===== src/hw/rtl/pfc_pkg.sv =====
// pfc_pkg: shared types, constants and key square geometry helpers
// used by every module of the digram cipher block except pfc_ram
// no dependencies
package pfc_pkg;

    localparam int LETTER_W = 5;
    localparam int CELL_W   = 5;
    localparam int RC_W     = 3;
    localparam int CELLS    = 25;
    localparam int LETTERS  = 26;
    localparam int SIDE     = 5;

    localparam logic [LETTER_W-1:0] LETTER_I = LETTER_W'(8);
    localparam logic [LETTER_W-1:0] LETTER_J = LETTER_W'(9);
    localparam logic [LETTER_W-1:0] LETTER_Y = LETTER_W'(24);
    localparam logic [LETTER_W-1:0] LETTER_Z = LETTER_W'(25);
    localparam logic [LETTER_W-1:0] LETTER_LAST = LETTER_W'(LETTERS - 1);
    localparam logic [CELL_W-1:0]   CELLS_FULL = CELL_W'(CELLS);

    localparam logic [RC_W-1:0] SHIFT_ENC = RC_W'(1);
    localparam logic [RC_W-1:0] SHIFT_DEC = RC_W'(4);

    localparam logic [LETTERS-1:0] USED_RESET = LETTERS'(1) << LETTER_J;

    typedef enum logic [2:0] {
        REQ_CLEAR  = 3'd0,
        REQ_KEY    = 3'd1,
        REQ_FINISH = 3'd2,
        REQ_TEXT   = 3'd3,
        REQ_END    = 3'd4
    } req_t;

    typedef enum logic [2:0] {
        ST_IDLE,
        ST_FILL,
        ST_CELL_A,
        ST_CELL_B,
        ST_POS,
        ST_KEY_A,
        ST_KEY_B,
        ST_DONE
    } state_t;

    typedef struct packed {
        logic [LETTER_W-1:0] first;
        logic [LETTER_W-1:0] second;
    } digram_t;

    function automatic logic [RC_W-1:0] cell_row(input logic [CELL_W-1:0] i);
        logic [RC_W-1:0] r;
        if (i < CELL_W'(5)) begin
            r = RC_W'(0);
        end else if (i < CELL_W'(10)) begin
            r = RC_W'(1);
        end else if (i < CELL_W'(15)) begin
            r = RC_W'(2);
        end else if (i < CELL_W'(20)) begin
            r = RC_W'(3);
        end else begin
            r = RC_W'(4);
        end
        return r;
    endfunction

    function automatic logic [RC_W-1:0] cell_col(input logic [CELL_W-1:0] i);
        logic [RC_W-1:0] r;
        logic [CELL_W-1:0] base;
        r    = cell_row(i);
        base = {r[RC_W-1:0], 2'b00} + CELL_W'(r);
        return RC_W'(i - base);
    endfunction

    function automatic logic [CELL_W-1:0] cell_at(input logic [RC_W-1:0] r,
                                                  input logic [RC_W-1:0] c);
        return {r, 2'b00} + CELL_W'(r) + CELL_W'(c);
    endfunction

    function automatic logic [RC_W-1:0] shift5(input logic [RC_W-1:0] v,
                                               input logic [RC_W-1:0] x);
        logic [RC_W:0] s;
        s = {1'b0, v} + {1'b0, x};
        if (s >= (RC_W+1)'(SIDE)) begin
            s = s - (RC_W+1)'(SIDE);
        end
        return s[RC_W-1:0];
    endfunction

    function automatic logic [LETTER_W-1:0] filler_for(input logic [LETTER_W-1:0] l);
        return (l != LETTER_Z) ? LETTER_Z : LETTER_Y;
    endfunction

    function automatic logic [LETTER_W-1:0] fold_j(input logic [LETTER_W-1:0] l);
        return (l == LETTER_J) ? LETTER_I : l;
    endfunction

endpackage


===== src/hw/rtl/playfair_digram_cipher.sv =====
// playfair_digram_cipher: top level, request decode, square fill and
// digram sequencer; depends on pfc_pkg, pfc_ram, pfc_cell_map, pfc_out_buf
//
// Takes one request per cycle for clear, key letter and end of text without
// a held letter, and for a text letter that only gets held. A finish
// request, unless the square is already full, walks all 26 letters, one per
// cycle. A request that yields a digram steps through the accept, two reads
// of the letter-to-cell memory, the row and column rule, and two reads of
// the key square memory, the second overlapped with the hand-off to the
// output buffer. The buffer then sends the two letters while the next
// request is taken; while it still holds the previous digram the hand-off
// waits, and so does the input.
// Text is ignored until the square holds all 25 letters.
module playfair_digram_cipher
    import pfc_pkg::*;
(
    input  logic       aclk,
    input  logic       aresetn,
    input  logic       cfg_wen,
    input  logic       cfg_wdata,
    input  logic       s_tvalid,
    output logic       s_tready,
    input  logic [7:0] s_tdata,   // [4:0] letter
    input  logic [2:0] s_tuser,   // [2:0] req_type
    output logic       m_tvalid,
    input  logic       m_tready,
    output logic [7:0] m_tdata,   // [4:0] out_letter
    output logic       m_tlast    // pair_last
);

    state_t              state_reg, state_next;
    logic                mode_reg;
    logic [CELL_W-1:0]   fill_reg, fill_next;
    logic [LETTER_W-1:0] held_reg, held_next;
    logic                held_valid_reg, held_valid_next;
    logic [LETTERS-1:0]  used_reg, used_next;
    logic [LETTER_W-1:0] scan_reg, scan_next;
    logic [LETTER_W-1:0] a_reg, a_next, b_reg, b_next;
    logic [CELL_W-1:0]   i1_reg, i1_next;
    logic [LETTER_W-1:0] k0_reg, k0_next;

    logic                place_en;
    logic [LETTER_W-1:0] place_letter;
    logic [LETTER_W-1:0] lc_raddr, lc_rdata;
    logic [CELL_W-1:0]   ks_raddr, ks_rdata;
    logic                map_load;
    logic [CELL_W-1:0]   o1, o2;
    logic                ob_load, ob_busy;
    digram_t             ob_din;

    req_t                req;
    logic [LETTER_W-1:0] in_letter;
    logic                full;

    assign req       = req_t'(s_tuser);
    assign in_letter = s_tdata[LETTER_W-1:0];
    assign full      = (fill_reg == CELLS_FULL);
    assign s_tready  = (state_reg == ST_IDLE);

    always_comb begin
        state_next      = state_reg;
        fill_next       = fill_reg;
        held_next       = held_reg;
        held_valid_next = held_valid_reg;
        used_next       = used_reg;
        scan_next       = scan_reg;
        a_next          = a_reg;
        b_next          = b_reg;
        i1_next         = i1_reg;
        k0_next         = k0_reg;
        place_en        = 1'b0;
        place_letter    = in_letter;
        lc_raddr        = b_reg;
        ks_raddr        = o2;
        map_load        = 1'b0;
        ob_load         = 1'b0;

        unique case (state_reg)
            ST_IDLE: begin
                if (s_tvalid) begin
                    unique case (req)
                        REQ_CLEAR: begin
                            used_next       = USED_RESET;
                            fill_next       = '0;
                            held_next       = '0;
                            held_valid_next = 1'b0;
                        end
                        REQ_KEY: begin
                            if (in_letter <= LETTER_LAST && !full
                                && !used_reg[in_letter]) begin
                                place_en = 1'b1;
                            end
                        end
                        REQ_FINISH: begin
                            if (!full) begin
                                scan_next  = '0;
                                state_next = ST_FILL;
                            end
                        end
                        REQ_TEXT: begin
                            if (full && in_letter <= LETTER_LAST) begin
                                if (!held_valid_reg) begin
                                    held_next       = in_letter;
                                    held_valid_next = 1'b1;
                                end else begin
                                    a_next     = fold_j(held_reg);
                                    state_next = ST_CELL_A;
                                    if (in_letter == held_reg) begin
                                        b_next = fold_j(filler_for(held_reg));
                                    end else begin
                                        b_next          = fold_j(in_letter);
                                        held_valid_next = 1'b0;
                                    end
                                end
                            end
                        end
                        REQ_END: begin
                            if (full && held_valid_reg) begin
                                held_valid_next = 1'b0;
                                a_next          = fold_j(held_reg);
                                b_next          = fold_j(filler_for(held_reg));
                                state_next      = ST_CELL_A;
                            end
                        end
                        default: begin
                        end
                    endcase
                end
            end
            ST_FILL: begin
                place_letter = scan_reg;
                if (!full && !used_reg[scan_reg]) begin
                    place_en = 1'b1;
                end
                scan_next = scan_reg + LETTER_W'(1);
                if (scan_reg == LETTER_LAST) begin
                    state_next = ST_IDLE;
                end
            end
            ST_CELL_A: begin
                lc_raddr   = a_reg;
                state_next = ST_CELL_B;
            end
            ST_CELL_B: begin
                i1_next    = lc_rdata;
                state_next = ST_POS;
            end
            ST_POS: begin
                map_load   = 1'b1;
                state_next = ST_KEY_A;
            end
            ST_KEY_A: begin
                ks_raddr   = o1;
                state_next = ST_KEY_B;
            end
            ST_KEY_B: begin
                k0_next    = ks_rdata;
                state_next = ST_DONE;
            end
            ST_DONE: begin
                if (!ob_busy) begin
                    ob_load    = 1'b1;
                    state_next = ST_IDLE;
                end
            end
            default: begin
                state_next = ST_IDLE;
            end
        endcase

        if (place_en) begin
            used_next[place_letter] = 1'b1;
            fill_next               = fill_reg + CELL_W'(1);
        end
    end

    always_ff @(posedge aclk) begin
        if (!aresetn) begin
            state_reg      <= ST_IDLE;
            mode_reg       <= 1'b0;
            fill_reg       <= '0;
            held_reg       <= '0;
            held_valid_reg <= 1'b0;
            used_reg       <= USED_RESET;
            scan_reg       <= '0;
        end else begin
            state_reg      <= state_next;
            fill_reg       <= fill_next;
            held_reg       <= held_next;
            held_valid_reg <= held_valid_next;
            used_reg       <= used_next;
            scan_reg       <= scan_next;
            if (cfg_wen) begin
                mode_reg <= cfg_wdata;
            end
        end
    end

    always_ff @(posedge aclk) begin
        a_reg  <= a_next;
        b_reg  <= b_next;
        i1_reg <= i1_next;
        k0_reg <= k0_next;
    end

    // key square: cell -> letter
    pfc_ram #(
        .WIDTH (LETTER_W),
        .DEPTH (CELLS)
    ) u_key_square (
        .aclk  (aclk),
        .we    (place_en),
        .waddr (fill_reg),
        .wdata (place_letter),
        .raddr (ks_raddr),
        .rdata (ks_rdata)
    );

    // letter -> cell
    pfc_ram #(
        .WIDTH (CELL_W),
        .DEPTH (LETTERS)
    ) u_letter_cell (
        .aclk  (aclk),
        .we    (place_en),
        .waddr (place_letter),
        .wdata (fill_reg),
        .raddr (lc_raddr),
        .rdata (lc_rdata)
    );

    pfc_cell_map u_cell_map (
        .aclk    (aclk),
        .load    (map_load),
        .decrypt (mode_reg),
        .cell_a  (i1_reg),
        .cell_b  (lc_rdata),
        .out_a   (o1),
        .out_b   (o2)
    );

    assign ob_din.first  = k0_reg;
    assign ob_din.second = ks_rdata;

    pfc_out_buf u_out_buf (
        .aclk     (aclk),
        .aresetn  (aresetn),
        .load     (ob_load),
        .din      (ob_din),
        .busy     (ob_busy),
        .m_tvalid (m_tvalid),
        .m_tready (m_tready),
        .m_tdata  (m_tdata),
        .m_tlast  (m_tlast)
    );

    a_fill_bound: assert property (@(posedge aclk) disable iff (!aresetn)
        fill_reg <= CELLS_FULL)
        else $error("fill count beyond square size");

    a_j_used: assert property (@(posedge aclk) disable iff (!aresetn)
        used_reg[LETTER_J])
        else $error("letter J lost its used mark");

    a_text_not_full: assert property (@(posedge aclk) disable iff (!aresetn)
        (s_tvalid && s_tready && !full
         && (s_tuser == REQ_TEXT || s_tuser == REQ_END)) |=> state_reg == ST_IDLE)
        else $error("text request started a digram before the square was full");

    a_pair_end: assert property (@(posedge aclk) disable iff (!aresetn)
        (m_tvalid && m_tready && m_tlast) |=> !m_tvalid)
        else $error("output buffer reloaded while a digram was in flight");

endmodule


===== src/hw/rtl/pfc_ram.sv =====
// pfc_ram: generic single write port, single read port ram
// with registered read data, no dependencies
module pfc_ram #(
    parameter int WIDTH  = 5,
    parameter int DEPTH  = 25,
    parameter int ADDR_W = $clog2(DEPTH)
) (
    input  logic              aclk,
    input  logic              we,
    input  logic [ADDR_W-1:0] waddr,
    input  logic [WIDTH-1:0]  wdata,
    input  logic [ADDR_W-1:0] raddr,
    output logic [WIDTH-1:0]  rdata
);

    logic [WIDTH-1:0] mem [DEPTH];
    logic [WIDTH-1:0] rdata_reg;

    always_ff @(posedge aclk) begin
        if (we) begin
            mem[waddr] <= wdata;
        end
        rdata_reg <= mem[raddr];
    end

    assign rdata = rdata_reg;

endmodule


===== src/hw/rtl/pfc_cell_map.sv =====
// pfc_cell_map: registered digram rule, maps the two source cells
// to the two target cells; depends on pfc_pkg
module pfc_cell_map
    import pfc_pkg::*;
(
    input  logic              aclk,
    input  logic              load,
    input  logic              decrypt,
    input  logic [CELL_W-1:0] cell_a,
    input  logic [CELL_W-1:0] cell_b,
    output logic [CELL_W-1:0] out_a,
    output logic [CELL_W-1:0] out_b
);

    logic [RC_W-1:0]   r1, c1, r2, c2, x;
    logic [CELL_W-1:0] o1_next, o2_next;
    logic [CELL_W-1:0] o1_reg, o2_reg;

    always_comb begin
        x  = decrypt ? SHIFT_DEC : SHIFT_ENC;
        r1 = cell_row(cell_a);
        c1 = cell_col(cell_a);
        r2 = cell_row(cell_b);
        c2 = cell_col(cell_b);
        if (r1 == r2) begin
            o1_next = cell_at(r1, shift5(c1, x));
            o2_next = cell_at(r2, shift5(c2, x));
        end else if (c1 == c2) begin
            o1_next = cell_at(shift5(r1, x), c1);
            o2_next = cell_at(shift5(r2, x), c2);
        end else begin
            o1_next = cell_at(r1, c2);
            o2_next = cell_at(r2, c1);
        end
    end

    always_ff @(posedge aclk) begin
        if (load) begin
            o1_reg <= o1_next;
            o2_reg <= o2_next;
        end
    end

    assign out_a = o1_reg;
    assign out_b = o2_reg;

endmodule


===== src/hw/rtl/pfc_out_buf.sv =====
// pfc_out_buf: holds one finished digram and sends its two letters
// on the result stream; depends on pfc_pkg
module pfc_out_buf
    import pfc_pkg::*;
(
    input  logic       aclk,
    input  logic       aresetn,
    input  logic       load,
    input  digram_t    din,
    output logic       busy,
    output logic       m_tvalid,
    input  logic       m_tready,
    output logic [7:0] m_tdata,   // [4:0] out_letter
    output logic       m_tlast    // pair_last
);

    digram_t data_reg;
    logic    busy_reg, busy_next;
    logic    second_reg, second_next;

    always_comb begin
        busy_next   = busy_reg;
        second_next = second_reg;
        if (load) begin
            busy_next   = 1'b1;
            second_next = 1'b0;
        end else if (busy_reg && m_tready) begin
            if (second_reg) begin
                busy_next = 1'b0;
            end else begin
                second_next = 1'b1;
            end
        end
    end

    always_ff @(posedge aclk) begin
        if (!aresetn) begin
            busy_reg   <= 1'b0;
            second_reg <= 1'b0;
        end else begin
            busy_reg   <= busy_next;
            second_reg <= second_next;
        end
    end

    always_ff @(posedge aclk) begin
        if (load) begin
            data_reg <= din;
        end
    end

    assign busy     = busy_reg;
    assign m_tvalid = busy_reg;
    assign m_tlast  = second_reg;
    assign m_tdata  = {3'b000, second_reg ? data_reg.second : data_reg.first};

endmodule


===== config.mk =====
export PLATFORM = sky130hd
export DESIGN_NAME = playfair_digram_cipher
export DESIGN_NICKNAME = d
export VERILOG_FILES = /design/src/hw/rtl/pfc_pkg.sv /design/src/hw/rtl/playfair_digram_cipher.sv /design/src/hw/rtl/pfc_ram.sv /design/src/hw/rtl/pfc_cell_map.sv /design/src/hw/rtl/pfc_out_buf.sv
export SDC_FILE = /design/constraint.sdc
export NUM_CORES = 1
export LEC_CHECK = 0
export ABC_CLOCK_PERIOD_IN_PS = 9400
export BUFFER_PORTS_ARGS = -buffer_cell sky130_fd_sc_hd__clkbuf_2
export CORE_MARGIN = 10
export CORE_UTILIZATION = 45
export DETAILED_ROUTE_END_ITERATION = 10
export PLACE_DENSITY = 0.56
export SETUP_SLACK_MARGIN = 0.2
export SLEW_MARGIN = 20
export SYNTH_ARGS = -nofsm -noshare
export SYNTH_HDL_FRONTEND = slang
export SYNTH_SLANG_ARGS = --single-unit

===== constraint.sdc =====
create_clock -name aclk -period 9.4 [get_ports aclk]
set_clock_uncertainty 0.05 [all_clocks]
set_input_delay 1.41 -clock aclk [delete_from_list [all_inputs] [get_ports aclk]]
set_output_delay 1.41 -clock aclk [all_outputs]
set_load 0.01 [all_outputs]

==> impl_metrics.toml <==
[outcome]
status = "completed"

[place]
dp_cells = 1733
gp_congestion = 0.8317
dp_hpwl_microns = 23320
port_buffers = 21

[worst_setup_path]
worstSetupPathType = "reg -> reg"
rrSetupSlack_ns = 3.83
cp.required_ns = 9.60
startpoint_type = "flop"
r2r_start = "i1_reg[2]$_DFFE_PP_"
reg2reg_to = "u_cell_map.out_a[4]$_DFFE_PP_"
cp.arrival_ns = 5.76
cp-end-kind = "flop"
ff2ff_path_depth = 20
path_max_fanout = 6

[floorplanning]
die_h_microns = 213.6
die_area_sq_um = 45610
fp.dieW_microns = 213.6
core_area_sq_um = 36790
rows = 70
start_util_pct = 45.83
io_pins = 28

[global_route]
grt-ovfl-total = 0
first_global_vias = 10080
grt_max_degree = 71
antenna_found_initial = 0
grt_pass1_wl_microns = 57990
grt_use_total_pct = 16.40

[drt]
wl_microns = 36890
drtIter0Drc = 700
num_vias = 10280
viasPerCell = 5.711
drcViolationCount = 0
wire_per_inst_microns = 20.50
firstDrtPassIters = 5
ant_nets = 0

[cts]
ctsResizeCount = 0
cts_buffers = 37
tritoncts = "done"
postCtsSetupRepairBufs = 0
clkLatencyLatePin_ns = 0.53
cts_hold_buf = 0
clk_pin_slew_ns = 0.07
clockRootBuffer = "clkbuf_16"
clockBufferDepth = 3
h-tree-depth = 2
cts_num_sinks = 353

[finish]
final_cells = 1800
antenna_cells = 0
fillers = 3189
largest_reg_flops = 130
drive_gt1_share_pct = 14.56
nets = 1379
area_growth_pct = 10.10

[run]
cap_violations = 0

[timing]
maxSlewViolCount = 0
setup_violations = 0
finalSetupTns_ns = 0
fin_crit_ns = 5.566
clock.fmax_ghz = 0.1796
worst_pin_slew_ns = 1.048
slew_headroom_pct = 30.14
rsz0062_at_grt = "false"
fin_crit_sh_pct = 59.22
hold_viol_final = 0

[pwr]
powerDensity_nw_per_um2 = 190.5
irDropWorstVdd_mv = 0.1476
leakage_nw = 6.158

[synth]
synth.avg_cell_area_sq_um = 12.96
synth.top_cell.area_share_pct = 52.54
synth.most_common_cell = "edfxtp_1"
synthCells = 1301
synth-edff-count = 295
yosys.area.top_type = "edfxtp_1"
syn_area_sq_um = 16860
synthTopCellsByCount = "edfxtp_1 (295), nand2_1 (139), nor2_1 (92), dfxtp_1 (58), ha_1 (48)"
async_reset_ff_share_pct = 0
ys_seq_area_share_pct = 59.43
yosys.cell_types.count = 83
ys_warn_count = 0
ys_ff_latch = 353
synth_top_flop_cell = "edfxtp_1"
synth_top_cells_by_area = "edfxtp_1 (53%), dfxtp_1 (6.9%), mux4_2 (5.5%), ha_1 (3.6%), nand2_1 (3.1%)"

[worst_hold_path]
holdPathEnd = "u_out_buf.data_reg[5]$_DFFE_PP_"
min_from = "k0_reg[0]$_DFFE_PP_"
hp-class = "reg -> reg"
holdPathStages = 0
stage by stage:
stage                     power [W]  setup WS (ns)  utilization (%)  cell area, sq um  hold WS (ns)
after CTS                  0.003577          3.770            50.44             18560        0.3701
final                      0.003536          3.834            50.46             18560        0.3684
after floorplan            0.002042          4.336                -             16870        0.3503
after global placement     0.002134          3.889            47.22             17370        0.3508
after detailed placement   0.002142          3.791            47.23             17370        0.3557
after global routing       0.003681          3.365            50.46             18560        0.3838
critical path, stage by stage (launching register included):
cell and delay [ns]:
edfxtp_1 0.46, o21ai_0 0.47, inv_1 0.20, a31o_2 0.27, inv_1 0.17, ha_1 0.18
inv_1 0.05, fa_1 0.73, ha_1 0.31, inv_1 0.09, ha_1 0.17, nor2b_1 0.16
o21ai_0 0.09, a211oi_1 0.46, mux2_2 0.42, fa_1 0.44, a21oi_1 0.21, nor2b_1 0.08
xnor2_1 0.12, nor2_1 0.10, a21oi_1 0.05
report_power, final:
part           internal (W)  total (W)  switching, W
sequential          0.00171    0.00172     0.0000105
combinational      0.000150   0.000382      0.000231
clock              0.000845    0.00143      0.000586
total               0.00271    0.00354      0.000828
worst max-delay path by stage:
stage                                        start                       endpoint  slack [ns]  cells past startpoint
finish                         i1_reg[2]$_DFFE_PP_  u_cell_map.out_a[4]$_DFFE_PP_        3.83                     20
global route        u_letter_cell.rdata[4]$_DFF_P_  u_cell_map.out_b[3]$_DFFE_PP_        3.37                     18
CTS                 u_letter_cell.rdata[4]$_DFF_P_  u_cell_map.out_b[3]$_DFFE_PP_        3.77                     18
detailed placement  u_letter_cell.rdata[4]$_DFF_P_  u_cell_map.out_b[3]$_DFFE_PP_        3.79                     18
global placement    u_letter_cell.rdata[4]$_DFF_P_  u_cell_map.out_b[3]$_DFFE_PP_        3.89                     18
floorplan           u_letter_cell.rdata[3]$_DFF_P_  u_cell_map.out_b[3]$_DFFE_PP_        4.34                     21
layout by cell type, fill, tap and decap left out, types with 19 or more instances in the layout:
master / count
a211oi_1: 43
a21oi_1: 40
a311oi_1: 26
and2_1: 29
buf_4: 20
clkbuf_16: 37
clkbuf_2: 21
dfxtp_1: 58
edfxtp_1: 295
ha_1: 48
inv_1: 35
mux2i_1: 37
mux4_2: 41
nand2_1: 139
nand2b_1: 19
nand3_1: 23
nor2_1: 91
o21ai_0: 41
xnor2_1: 32
area by class of cell:
class	count	area, sq um	share of cell area, %
inverter	36	135.1	0.7280
sequential	353	10020	53.98
clock buffer	53	1026	5.527
timing repair buffer	41	255.2	1.375
tap	468	585.6	3.154
clock inverter	14	156.4	0.8425
multi-input combinational	835	6385	34.40
logic make-up (layout without fill, tap and decap cells):
| family | count (synthesis) | count (layout) | share of synthesized area, % |
|---|---|---|---|
| simple gates | 397 | 397 | 11.61 |
| compound gates | 234 | 234 | 9.603 |
| mux | 99 | 99 | 9.150 |
| fa+ha+maj | 58 | 58 | 4.750 |
| buf+inv | 116 | 144 | 3.206 |
| other cells | 1 | 4 | 0.02224 |
| xor+xnor | 43 | 43 | 2.234 |
| flops | 353 | 353 | 59.43 |
metal layers:
| metal | share of wire, % | GRT usage (%) | vias up |
|---|---|---|---|
| met2 | 50 | 27.24 | 195 |
| met1 | 44 | 22.00 | 5149 |
| met4 | 2.2 | 4.840 | 0 |
| met3 | 4.0 | 2.322 | 53 |
| met5 | 0 | 0 | - |
| li1 | - | - | 4882 |
No activity file was read; power rests on OpenSTA's default activity.
